<file path="src/hdl/cas_pkg.sv">
`default_nettype none

package cas_pkg;

  // Which side holds authority over the vehicle.
  typedef enum logic [1:0] {
    OWN_INITIAL = 2'd0,
    OWN_NONE    = 2'd1,
    OWN_REMOTE  = 2'd2,
    OWN_PILOT   = 2'd3
  } owner_t;

  // Item kinds carried on the mode field.
  localparam logic [1:0] MODE_REMOTE = 2'd0;
  localparam logic [1:0] MODE_PILOT  = 2'd1;
  localparam logic [1:0] MODE_TICK   = 2'd2;

  localparam int unsigned WD_W = 16;
  localparam logic [WD_W-1:0] WATCHDOG_RESET = 16'd500;

  typedef struct packed {
    owner_t owner;
    logic   shutdown;
    logic   remote_alive;
    logic   pilot_alive;
    logic   throttle;
    logic   allowed;
    logic   request;
  } sup_state_t;

  typedef struct packed {
    sup_state_t st;
    logic       ev_shutdown;
    logic       ev_changed;
  } sup_decide_t;

  // One evaluation of the authority decision on the given state.
  function automatic sup_decide_t cas_decide(sup_state_t s);
    sup_decide_t r;
    owner_t      want;
    r             = '0;
    r.st          = s;
    if (s.remote_alive && s.pilot_alive) begin
      if (s.request && s.allowed && !s.shutdown) begin
        want = OWN_PILOT;
      end else begin
        want = OWN_REMOTE;
      end
    end else if (s.remote_alive) begin
      want = OWN_REMOTE;
    end else begin
      want = OWN_NONE;
    end
    // The initial owner is held until some source shows up.
    if (!(s.owner == OWN_INITIAL && want == OWN_NONE) && s.owner != want) begin
      if (want != OWN_PILOT) begin
        r.ev_shutdown = !s.shutdown;
        r.st.shutdown = 1'b1;
      end
      r.st.owner   = want;
      r.ev_changed = 1'b1;
    end
    // The remote clears a shutdown by holding its throttle low.
    if (r.st.owner == OWN_REMOTE && r.st.shutdown && !r.st.throttle) begin
      r.st.shutdown = 1'b0;
      r.ev_changed  = 1'b1;
    end
    return r;
  endfunction

endpackage

`default_nettype wire

</file>
<file path="src/hdl/control_authority_supervisor.sv">
// An item accepted into the input register moves on into the result register, which drives the out_ ports.
// Throughput: one item per cycle; the input register refills in the same cycle that the
// result register takes its item, so only a held out_stall slows the flow.
// Reset (rst_n, synchronous, active low): owner initial, shutdown in force, both sources
// lost, watchdog countdowns zero, watchdog reload value back to 500, both registers empty.
`default_nettype none

module control_authority_supervisor (
  input  wire logic       clk,
  input  wire logic       rst_n,
  // Configuration: watchdog reload value.
  input  wire logic       cfg_we,
  input  wire logic [15:0] cfg_data,
  // Input channel.
  input  wire logic       in_valid,
  output logic            in_stall,
  input  wire logic [1:0] in_mode,
  input  wire logic       in_throttle_high,
  input  wire logic       in_pilot_allowed,
  input  wire logic       in_want_control,
  // Result channel.
  output logic            out_valid,
  input  wire logic       out_stall,
  output logic [1:0]      out_in_control,
  output logic            out_shutdown_active,
  output logic            out_shutdown_event,
  output logic            out_changed_event
);

  // Watchdog reload value; the user must write it only while the block is idle (not enforced).
  logic [cas_pkg::WD_W-1:0] wd_r;

  // Input register. It holds one transferred item until the result register can take it.
  logic       in_valid_r;
  logic [1:0] mode_r;
  logic       throttle_r;
  logic       allowed_in_r;
  logic       want_r;

  // Supervisor state. It is updated in the same edge that loads the result register, so
  // an item that follows in the next cycle sees the state left by this one.
  cas_pkg::sup_state_t      state_r;
  logic [cas_pkg::WD_W-1:0] rc_r;
  logic [cas_pkg::WD_W-1:0] pc_r;

  // Result register.
  logic       out_valid_r;
  logic [1:0] owner_out_r;
  logic       shutdown_out_r;
  logic       ev_shutdown_r;
  logic       ev_changed_r;

  // Next values from the combinational step.
  cas_pkg::sup_state_t      state_nxt;
  logic [cas_pkg::WD_W-1:0] rc_nxt;
  logic [cas_pkg::WD_W-1:0] pc_nxt;
  logic                     ev_shutdown_nxt;
  logic                     ev_changed_nxt;

  cas_pkg::sup_decide_t dec_a;
  cas_pkg::sup_decide_t dec_b;
  cas_pkg::sup_state_t  st_tmp;

  logic out_free;
  logic step_fire;

  // The result register can take a new item when it is empty or its result is being
  // transferred out in this cycle. The input register refills when empty or under that condition.
  assign out_free  = !out_valid_r || !out_stall;
  assign step_fire = in_valid_r && out_free;
  assign in_stall  = in_valid_r && !out_free;

  always_comb begin
    st_tmp          = state_r;
    rc_nxt          = rc_r;
    pc_nxt          = pc_r;
    dec_a           = '0;
    dec_b           = '0;
    state_nxt       = state_r;
    ev_shutdown_nxt = 1'b0;
    ev_changed_nxt  = 1'b0;
    case (mode_r)
      cas_pkg::MODE_REMOTE: begin
        // A remote report latches its switches and restarts the remote watchdog.
        st_tmp.throttle     = throttle_r;
        st_tmp.allowed      = allowed_in_r;
        st_tmp.remote_alive = 1'b1;
        rc_nxt              = wd_r;
        dec_a               = cas_pkg::cas_decide(st_tmp);
        state_nxt           = dec_a.st;
        ev_shutdown_nxt     = dec_a.ev_shutdown;
        ev_changed_nxt      = dec_a.ev_changed || (state_r.allowed != allowed_in_r);
      end
      cas_pkg::MODE_PILOT: begin
        st_tmp.request     = want_r;
        st_tmp.pilot_alive = 1'b1;
        pc_nxt             = wd_r;
        dec_a              = cas_pkg::cas_decide(st_tmp);
        state_nxt          = dec_a.st;
        ev_shutdown_nxt    = dec_a.ev_shutdown;
        ev_changed_nxt     = dec_a.ev_changed;
      end
      cas_pkg::MODE_TICK: begin
        // Both watchdogs count down and stop at zero. The remote lost check and its
        // decision come first, then the pilot lost check and its decision.
        rc_nxt = rc_r - cas_pkg::WD_W'(rc_r != '0);
        pc_nxt = pc_r - cas_pkg::WD_W'(pc_r != '0);
        if (rc_nxt == '0) begin
          st_tmp.remote_alive = 1'b0;
          dec_a               = cas_pkg::cas_decide(st_tmp);
          st_tmp              = dec_a.st;
        end
        if (pc_nxt == '0) begin
          st_tmp.pilot_alive = 1'b0;
          dec_b              = cas_pkg::cas_decide(st_tmp);
          st_tmp             = dec_b.st;
        end
        state_nxt       = st_tmp;
        ev_shutdown_nxt = dec_a.ev_shutdown || dec_b.ev_shutdown;
        ev_changed_nxt  = dec_a.ev_changed || dec_b.ev_changed;
      end
      default: begin
        // The unused code leaves the state alone and reports no events.
      end
    endcase
  end

  always_ff @(posedge clk) begin
    if (!rst_n) begin
      wd_r <= cas_pkg::WATCHDOG_RESET;
    end else if (cfg_we) begin
      wd_r <= cfg_data;
    end
  end

  // Input register control.
  always_ff @(posedge clk) begin
    if (!rst_n) begin
      in_valid_r <= 1'b0;
    end else if (!in_valid_r || out_free) begin
      in_valid_r <= in_valid;
    end
  end

  // Input payload needs no reset.
  always_ff @(posedge clk) begin
    if (in_valid && !in_stall) begin
      mode_r       <= in_mode;
      throttle_r   <= in_throttle_high;
      allowed_in_r <= in_pilot_allowed;
      want_r       <= in_want_control;
    end
  end

  // Supervisor state.
  always_ff @(posedge clk) begin
    if (!rst_n) begin
      state_r.owner        <= cas_pkg::OWN_INITIAL;
      state_r.shutdown     <= 1'b1;
      state_r.remote_alive <= 1'b0;
      state_r.pilot_alive  <= 1'b0;
      state_r.throttle     <= 1'b0;
      state_r.allowed      <= 1'b0;
      state_r.request      <= 1'b0;
      rc_r                 <= '0;
      pc_r                 <= '0;
    end else if (step_fire) begin
      state_r <= state_nxt;
      rc_r    <= rc_nxt;
      pc_r    <= pc_nxt;
    end
  end

  // Result register control.
  always_ff @(posedge clk) begin
    if (!rst_n) begin
      out_valid_r <= 1'b0;
    end else if (out_free) begin
      out_valid_r <= in_valid_r;
    end
  end

  // Result payload needs no reset.
  always_ff @(posedge clk) begin
    if (step_fire) begin
      owner_out_r    <= state_nxt.owner;
      shutdown_out_r <= state_nxt.shutdown;
      ev_shutdown_r  <= ev_shutdown_nxt;
      ev_changed_r   <= ev_changed_nxt;
    end
  end

  assign out_valid           = out_valid_r;
  assign out_in_control      = owner_out_r;
  assign out_shutdown_active = shutdown_out_r;
  assign out_shutdown_event  = ev_shutdown_r;
  assign out_changed_event   = ev_changed_r;

`ifndef NO_ASSERTIONS
  // The pilot never holds control while a throttle shutdown is in force.
  a_pilot_no_shutdown: assert property (@(posedge clk) disable iff (!rst_n)
    state_r.owner == cas_pkg::OWN_PILOT |-> !state_r.shutdown)
    else $error("pilot owns control during shutdown");

  // The pilot holds control only while both sources are alive.
  a_pilot_sources_alive: assert property (@(posedge clk) disable iff (!rst_n)
    state_r.owner == cas_pkg::OWN_PILOT |-> state_r.remote_alive && state_r.pilot_alive)
    else $error("pilot owns control with a source lost");

  // Once the initial owner is left, it is never reentered.
  a_no_return_initial: assert property (@(posedge clk) disable iff (!rst_n)
    state_r.owner != cas_pkg::OWN_INITIAL |=> state_r.owner != cas_pkg::OWN_INITIAL)
    else $error("owner returned to initial");

  // A shutdown is only ever issued by an owner change, so a result that reports one
  // also reports a change.
  a_event_implies_change: assert property (@(posedge clk) disable iff (!rst_n)
    out_valid_r && ev_shutdown_r |-> ev_changed_r)
    else $error("shutdown event without change event");

  // The state moves only when an item passes into the result register.
  a_state_holds: assert property (@(posedge clk) disable iff (!rst_n)
    !step_fire |=> $stable(state_r) && $stable(rc_r) && $stable(pc_r))
    else $error("state changed without a step");
`endif

endmodule

`default_nettype wire
</file>
<file path="config.mk">
export PLATFORM = sky130hd
export DESIGN_NAME = control_authority_supervisor
export DESIGN_NICKNAME = d
export VERILOG_FILES = /design/src/hdl/cas_pkg.sv /design/src/hdl/control_authority_supervisor.sv
export SDC_FILE = /design/constraint.sdc
export NUM_CORES = 1
export LEC_CHECK = 0
export BUFFER_PORTS_ARGS = -buffer_cell sky130_fd_sc_hd__buf_2
export CORE_MARGIN = 2
export CORE_UTILIZATION = 39
export DETAILED_ROUTE_END_ITERATION = 10
export SKIP_LAST_GASP = 1
export SYNTH_ARGS = -nofsm -noshare
export SYNTH_HDL_FRONTEND = slang
export SYNTH_SLANG_ARGS = --single-unit
</file>
<file path="constraint.sdc">
create_clock -name clk -period 4.54 [get_ports clk]
set_input_delay 0.227 -clock clk [delete_from_list [all_inputs] [get_ports clk]]
set_output_delay 0.227 -clock clk [all_outputs]
set_load 0.01 [all_outputs]
</file>
**Word level (Yosys, flattened, before mapping)**

Cells that the tools add are included.

- Bits in registers: 68
- Input bits: 26
- Output and inout port bits: 7
- Word-level logic and storage cells: 154

- Add/subtract/negate cells: 2
- Equal/unequal tests: 20
- Mux-type cells: 54
- Bitwise operators: 2
- Reduce and logical (&&, ||, !) cells: 56

Operators with widths:

| operator | number |
|---|---|
| $pmux W16 S2 | 2 |
| $logic_not A16 Y1 | 2 |
| $mux W2 | 16 |
| $reduce_bool A16 Y1 | 2 |
| $sub A16 B1 Y16 | 2 |
| $mux W3 | 10 |
| $mux W8 | 3 |
| $pmux W8 S3 | 1 |
| $logic_and A1 B1 Y1 | 23 |
| $mux W1 | 20 |
| $logic_not A1 Y1 | 14 |
| $eq A2 B1 Y1 const B | 5 |
| $eq A2 B2 Y1 const B | 5 |
| $ne A2 B2 Y1 const B | 5 |
| $ne A2 B2 Y1 | 4 |
| $logic_not A2 Y1 | 3 |
| $pmux W1 S3 | 2 |
| $reduce_and A3 Y1 | 2 |
| $logic_or A1 B1 Y1 | 5 |
| $reduce_and A2 Y1 | 2 |
| $reduce_and A4 Y1 | 1 |
| $reduce_bool A2 Y1 | 2 |
| $not A1 Y1 | 2 |
| $ne A1 B1 Y1 | 1 |

**Logic depth before layout (Yosys ltp)**

Gate-level depths: netlist (run 1).

- Depth in word-level cells: 36
- Depth in mapped cells: 13
- Gate-level depth less buffers: 13

**Least setup slack after synthesis (run 1)**

OpenSTA, ideal clock, no wires.

- Path type: reg2reg
- Start: reg pc_r[6] (netlist name)
- End: reg owner_out_r[1] (netlist: out_in_control[1]), data pin
- Library setup time: 0.159 ns
- Arrival: 3.429 ns
- Data required time: 4.381 ns
- Setup slack: 0.952 ns
- Cell stages (with the launch flop): 14
- Path buffers: 1
- Period minus slack after synthesis: 3.588 ns
- Path through: dfxtp_1 > clkbuf_1 > nor3_1 > nand4_1 > nand2b_1 > ha_1 > ha_1 > nor3b_1 > nand4_1 > xnor2_1 > or4_4 > nor4_4 > mux2_2 > a22oi_1

RTL lines:

| item | line | text |
|---|---|---|
| start: declaration | control_authority_supervisor.sv:44 | `logic [cas_pkg::WD_W-1:0] pc_r;` |
| start signal: assignment | control_authority_supervisor.sv:170 | `pc_r <= pc_nxt;` |
| end signal: assignment | control_authority_supervisor.sv:186 | `owner_out_r <= state_nxt.owner;` |
| end: declaration | control_authority_supervisor.sv:48 | `logic [1:0] owner_out_r;` |

==> results of run 1 <==
state kept, by name, indices dropped and copies added (netlist names):
name                 count
out_shutdown_active      1
rc_r                    16
state_r                  8
out_changed_event        1
out_in_control           2
throttle_r               1
in_valid_r               1
pc_r                    16
out_shutdown_event       1
allowed_in_r             1
out_valid                1
wd_r                    16
want_r                   1
mode_r                   2
metal layers:
layer	global-route usage [%]	vias to the layer above	part of all wire, %
met3	4.24	24	5.2
li1	-	1978	-
met1	29.7	1880	47
met5	0	-	0
met2	32.8	128	45
met4	8.06	0	2.3
final cells by class:
class / instances / area, µm² / area share (%)
well taps: 136 / 170 / 3.65
clock inverters: 5 / 82.6 / 1.77
repair buffers: 38 / 205 / 4.40
flip-flops and latches: 68 / 1460 / 31.4
clock buffers: 11 / 151 / 3.25
inverters: 20 / 75.1 / 1.61
multi-input cells: 412 / 2510 / 54.0
stage by stage:
| step | hold WS (ps) | utilization [%] | cell area (µm²) |
|---|---|---|---|
| floorplan | 326 | - | 4190 |
| global placement | 406 | 42.7 | 4430 |
| detailed placement | 406 | 42.7 | 4430 |
| CTS | 37.3 | 44.9 | 4660 |
| global route | 31.6 | 44.9 | 4660 |
| finish | 52.7 | 44.9 | 4660 |
path summary, 6_finish.rpt:
check | start | end | slack, ps | cells after the start
worst min register to register | wd_r[8] | wd_r[8] | 470 | 2
worst min-delay path | in_throttle_high | throttle_r | 50 | 1
worst max register to register | pc_r[7] | out_in_control[1] | 520 | 12
worst max-delay path | pc_r[7] | out_in_control[1] | 520 | 12
cells by family after synthesis:
kind of cell,Yosys count,synth area share [%]
and+or+nand+nor,221,27.8
AOI/OAI and AO/OA,156,23.5
DFF,68,34.9
buffers and inverters,54,5.08
muxes,20,4.84
adders and majority gates,8,2.39
xor gates and xnor gates,7,1.46
power breakdown:
group | switching, mW | leakage (nW) | internal [mW]
logic | 0.299 | 1.09 | 0.182
clock network | 0.250 | 0.116 | 0.341
registers | 0.0370 | 0.570 | 0.641
Yosys cell counts (4+ instances only):
cell type | number | area, µm²
nand2b_1 | 6 | 37.5
nor3b_1 | 5 | 37.5
nor2b_1 | 7 | 43.8
or3_1 | 8 | 50.1
xnor2_1 | 4 | 35.0
inv_1 | 19 | 71.3
mux2i_1 | 18 | 180
o22ai_1 | 13 | 81.3
clkbuf_1 | 29 | 109
dfxtp_1 | 58 | 1160
a211oi_1 | 9 | 67.6
edfxtp_1 | 10 | 300
nor4_1 | 8 | 50.1
nand4_1 | 9 | 56.3
or4_1 | 5 | 37.5
a41oi_1 | 4 | 35.0
nand2_1 | 32 | 120
nor3_1 | 22 | 110
nand3_1 | 8 | 40.0
o21ai_0 | 31 | 155
ha_1 | 8 | 100
and2_1 | 9 | 56.3
o21a_1 | 8 | 60.1
a31oi_1 | 14 | 87.6
a21oi_1 | 46 | 230
nor2_1 | 81 | 304
a21o_1 | 5 | 37.5
worst max-delay path, stage by stage, from the launching register on:
cell and delay, ps:
dfxtp_1 490, nor3_1 100, nand4_1 120, nand2b_1 120, ha_1 170, ha_1 260, nor3b_1 580, nand4_1 210
xnor2_1 200, or4_4 580, nor4_4 490, mux2_2 410, a22oi_1 130
==> run summary, run 1 <==
Hold Crit Class -> input pin to register
Syn_nets -> 568
Initial core utilization -> 40.4%
Setup WS pre-CTS -> 614 ps
Fmax -> 249 MHz
I/O Pins -> 33
Layout fillers -> 1049
Hold Fails Final Rpt -> 0
Clock Skews -> 13.4 ps
Commonest non-fill, non-tap cell in the layout -> nor2_1
Yosys Warn Count -> 0
Tot GR Track Use -> 21.4%
Netlist cell types -> 67
Fin worst setup slack -> 521 ps
Max-slew violations -> 0
H-tree levels -> 3
Residual DRC -> 0
Max clock buf depth -> 2
Die Wd -> 108 µm
Wire per inst -> 17.0 µm
Commonest non-fill, non-tap cells in the layout -> nor2_1 (81), dfxtp_1 (58), a21oi_1 (46)
Mapped cell area -> 4190 µm²
Total Power -> 1.75 mW
First-pass GRT wire length -> 19700 µm
Synth Instances -> 534
Final nets -> 583
Synth Flop Type -> dfxtp_1
Critical Path Source Type -> register
Sequential share of the synthesized area -> 34.9%
Max-cap violations -> 0
Row count -> 37
# diodes -> 0
Worst-Margin Slew -> 773 ps
First drt pass iteration count -> 5
Routed WL -> 11700 µm
Drt first-iter violations -> 268
Min Tclk post-route -> 4020 ps
Leakage Power -> 1.77 nW
Clk Latency, worst-skew pair -> 350 ps
Initial antenna violation count -> 0
PortBufs -> 32
Worst vdd ir -> 0.135 mV
Area delta synth->final -> 11.3%
CP required -> 4730 ps
Post-CTS Setup Bufs -> 0
Period utilization -> 88.5%
CP Class -> register to register
Root Buffer Master -> clkbuf_8
Resize count post-CTS -> 0
Via count -> 4010
Cts hold-fix bufs -> 0
Remaining antenna violation count after routing -> 0
Vias/cell -> 5.81
Syn_area_per_cell -> 7.84 µm²
Worst endpoint data arrival time -> 4210 ps
Vias in the first global route -> 3883
Post-synth EDFFs -> 10
DP HPWL -> 8100 µm
Async SR Flop Fraction -> 0%
RePlAce Congestion -> 0.943
Power Dens Cells -> 376 nW/µm²
Status -> completed
Max FO, Critical Path -> 9
RSZ-0062 raised after global routing -> false
Die footprint -> 11600 µm²
Synthesis-stage register bit count -> 68
Clock slew at reported path FFs -> 80 ps
Largest net degree at the start of global routing -> 60
Crit end category -> register
Sinks on Clock Net -> 68
Number of instances in the placed design -> 674
Gr ovfl total -> 0
Post-route setup TNS -> 0 ps
Die Height -> 108 µm
Core area -> 10400 µm²
# setup viols final -> 0
Rel. slew slack -> 48.4%
Layout Cells excl Fill -> 690
Share of cells above drive strength 1 -> 14.1%
CTS tree -> built
Num CTS Buffers -> 9
Note: power is estimated with default switching activity, not from simulation.
==> inputs of run 2 (changes only) <==
--- a/config.mk
+++ b/config.mk
@@ -10,4 +10,5 @@
 export CORE_UTILIZATION = 39
 export DETAILED_ROUTE_END_ITERATION = 10
+export PLACE_DENSITY = 0.61
 export SKIP_LAST_GASP = 1
 export SYNTH_ARGS = -nofsm -noshare
==> constraint.sdc (replaced) <==
create_clock -name clk -period 4.54 [get_ports clk]
set_input_delay 0.454 -clock clk [delete_from_list [all_inputs] [get_ports clk]]
set_output_delay 0.454 -clock clk [all_outputs]
set_load 0.01 [all_outputs]
==> run 2 against run 1 <==
  * Power down 6.4%
  * First-iteration DRC count up 3.7%
  * Clock power down 18%
  * Non-clock buffer count up 1
  * Critical path depth unchanged
  * Largest cell class unchanged
  * Worst hold slack better by 220 ps
  * Wire length down 0.24%
  * Clock skew down 4.7 ps
  * Global-route usage down 0.65 points
  * Worst setup slack worse by 24 ps
==> run summary, run 2 (synthesis gave the netlist of run 1 again) <==
Status -> completed
CP required -> 4730 ps (about the same)
PortBufs -> 32 (unchanged)
CP Class -> register to register
Hold Crit Class -> input pin to register
Vias in the first global route -> 3712 (-4.4%)
Max clock buf depth -> 2 (unchanged)
Number of instances in the placed design -> 675 (+0.15%)
Worst vdd ir -> 0.136 mV (+0.39%)
Final design utilization -> 44.5% (-0.42 points)
Max-slew violations -> 0 (unchanged)
Tot GR Track Use -> 20.8% (-0.65 points)
H-tree levels -> 3 (unchanged)
Slowest cell on crit path -> nor3b_1
Post-CTS Setup Bufs -> 0 (unchanged)
Worst-Margin Slew -> 686 ps (-86.3 ps)
Via count -> 3991 (-0.47%)
Regs by FF count -> pc_r: 16 flops, rc_r: 16 flops, wd_r: 16 flops
Hold Path Sink -> want_r
Clk Latency, worst-skew pair -> 360 ps (about the same)
Sinks on Clock Net -> 68 (unchanged)
Fmax -> 247 MHz (-0.59%)
Min Tclk post-route -> 4040 ps (+23.9 ps)
Routed WL -> 11700 µm (-0.24%)
Worst path cell trace -> nor3_1 -> nand4_1 -> nand2b_1 -> ha_1 -> ha_1 -> nor3b_1 -> nand4_1 -> xnor2_1 -> or4_4 -> nor4_4 -> mux2_2 -> a22oi_1
Initial core utilization -> 40.4% (unchanged)
Root Buffer Master -> clkbuf_8
Cts hold-fix bufs -> 0 (unchanged)
Resize count post-CTS -> 0 (unchanged)
Residual DRC -> 0 (unchanged)
Layout Cells excl Fill -> 691 (+0.14%)
Share of cells above drive strength 1 -> 13.5% (-0.57 points)
Total Power -> 1.64 mW (-6.4%)
Die Height -> 108 µm (unchanged)
Commonest non-fill, non-tap cells in the layout -> nor2_1 (81), dfxtp_1 (58), a21oi_1 (46)
Initial antenna violation count -> 0 (unchanged)
Reg2Reg Capture Point -> out_in_control[1]
Slowest stage delay, CP -> 580 ps (about the same)
Worst min-delay path startpoint -> in_want_control
Final nets -> 584 (+0.17%)
Max-cap violations -> 0 (unchanged)
I/O Pins -> 33 (unchanged)
Critical Path Source Type -> register
Core area -> 10400 µm² (unchanged)
Gr ovfl total -> 0 (unchanged)
CTS tree -> built
Max FO, Critical Path -> 9 (unchanged)
Die footprint -> 11600 µm² (unchanged)
Leakage Power -> 1.75 nW (-1.1%)
Row count -> 37 (unchanged)
First drt pass iteration count -> 5 (unchanged)
RePlAce Congestion -> 0.907 (-3.8%)
Worst r2r src -> pc_r[4]
# diodes -> 0 (unchanged)
Crit end category -> register
Reg2Reg Depth -> 12 (unchanged)
Critical path buffers and inverters -> 0 (unchanged)
Largest net degree at the start of global routing -> 60 (unchanged)
Vias/cell -> 5.78 (-0.62%)
Delay-heaviest family, CP -> simple AND/OR/NAND/NOR gates
Period utilization -> 89.1% (+0.53 points)
First-pass GRT wire length -> 18800 µm (-4.8%)
Power Dens Cells -> 355 nW/µm² (-5.5%)
Hold depth -> 1 (unchanged)
Flop2flop setup slack -> 500 ps (-20 ps)
Die Wd -> 108 µm (unchanged)
Clock slew at reported path FFs -> 80 ps (about the same)
Fin worst setup slack -> 497 ps (-23.9 ps)
Area delta synth->final -> 10.3%
Wire per inst -> 16.9 µm (-0.38%)
Commonest non-fill, non-tap cell in the layout -> nor2_1
Hold Fails Final Rpt -> 0 (unchanged)
Setup WS pre-CTS -> 551 ps (-62.6 ps)
RSZ-0062 raised after global routing -> false
Clock Skews -> 8.73 ps (-4.71 ps)
DP HPWL -> 8120 µm (+0.32%)
Worst endpoint data arrival time -> 4240 ps (+30 ps)
Post-route setup TNS -> 0 ps (unchanged)
Num CTS Buffers -> 9 (unchanged)
# setup viols final -> 0 (unchanged)
Rel. slew slack -> 53.9% (+5.6 points)
Drt first-iter violations -> 278 (+3.7%)
Remaining antenna violation count after routing -> 0 (unchanged)
==> run 2: cell count changes in the layout (fill, tap and decap cells not counted), sizes merged <==
cell	change
buf	+1
bufinv	-2
clkbuf	+4
clkinvlp	-1
inv	-1
==> run 2: area by class of cell <==
type	instances	area [µm²]
Clock buffer	15	178
Sequential cell	68	1460
Inverter	20	75.1
Tap cell	136	170
Timing Repair Buffer	39	213
Clock inverter	1	5.00
Multi-Input combinational cell	412	2510
Fill cell	1080	5750
==> run 2: worst max-delay path by stage <==
stage | start | endpoint | slack (ps) | cells past startpoint
finish | pc_r[4] | out_in_control[1] | 500 | 12
CTS | pc_r[7] | out_in_control[1] | 520 | 12
floorplan | pc_r[6] | out_in_control[1] | 950 | 13
detailed placement | pc_r[7] | out_in_control[1] | 550 | 12
global placement | pc_r[7] | out_in_control[1] | 620 | 12
global route | pc_r[7] | out_in_control[1] | 110 | 12
==> run 2: per-layer routing <==
metal  vias up  track usage (%)  share of wire, %
met1      1896             27.8                47
li1       1985                -                 -
met2        97             34.1                47
met3        13             2.42               4.5
met5         -                0                 0
met4         0             8.33               1.7
==> run 2: worst reg2reg max path: stages (launching register included) <==
cell      delay, ps
dfxtp_1         470
nor3_1          140
nand4_1         120
nand2b_1        120
ha_1            180
ha_1            240
nor3b_1         590
nand4_1         200
xnor2_1         200
or4_4           580
nor4_4          510
mux2_2          410
a22oi_1         140
==> run 2: metrics by stage <==
step | hold slack, ps | cell area, µm²
after floorplan | 433 | 4190
final | 268 | 4620
after global routing | 264 | 4620
after global placement | 456 | 4430
after CTS | 257 | 4620
after detailed placement | 459 | 4430
==> run 2: report_power, final <==
group	internal (mW)	total [mW]	switching [mW]	leakage, nW
Combinational	0.182	0.476	0.294	1.09
Clock	0.247	0.484	0.236	0.0929
Sequential	0.641	0.679	0.0379	0.570
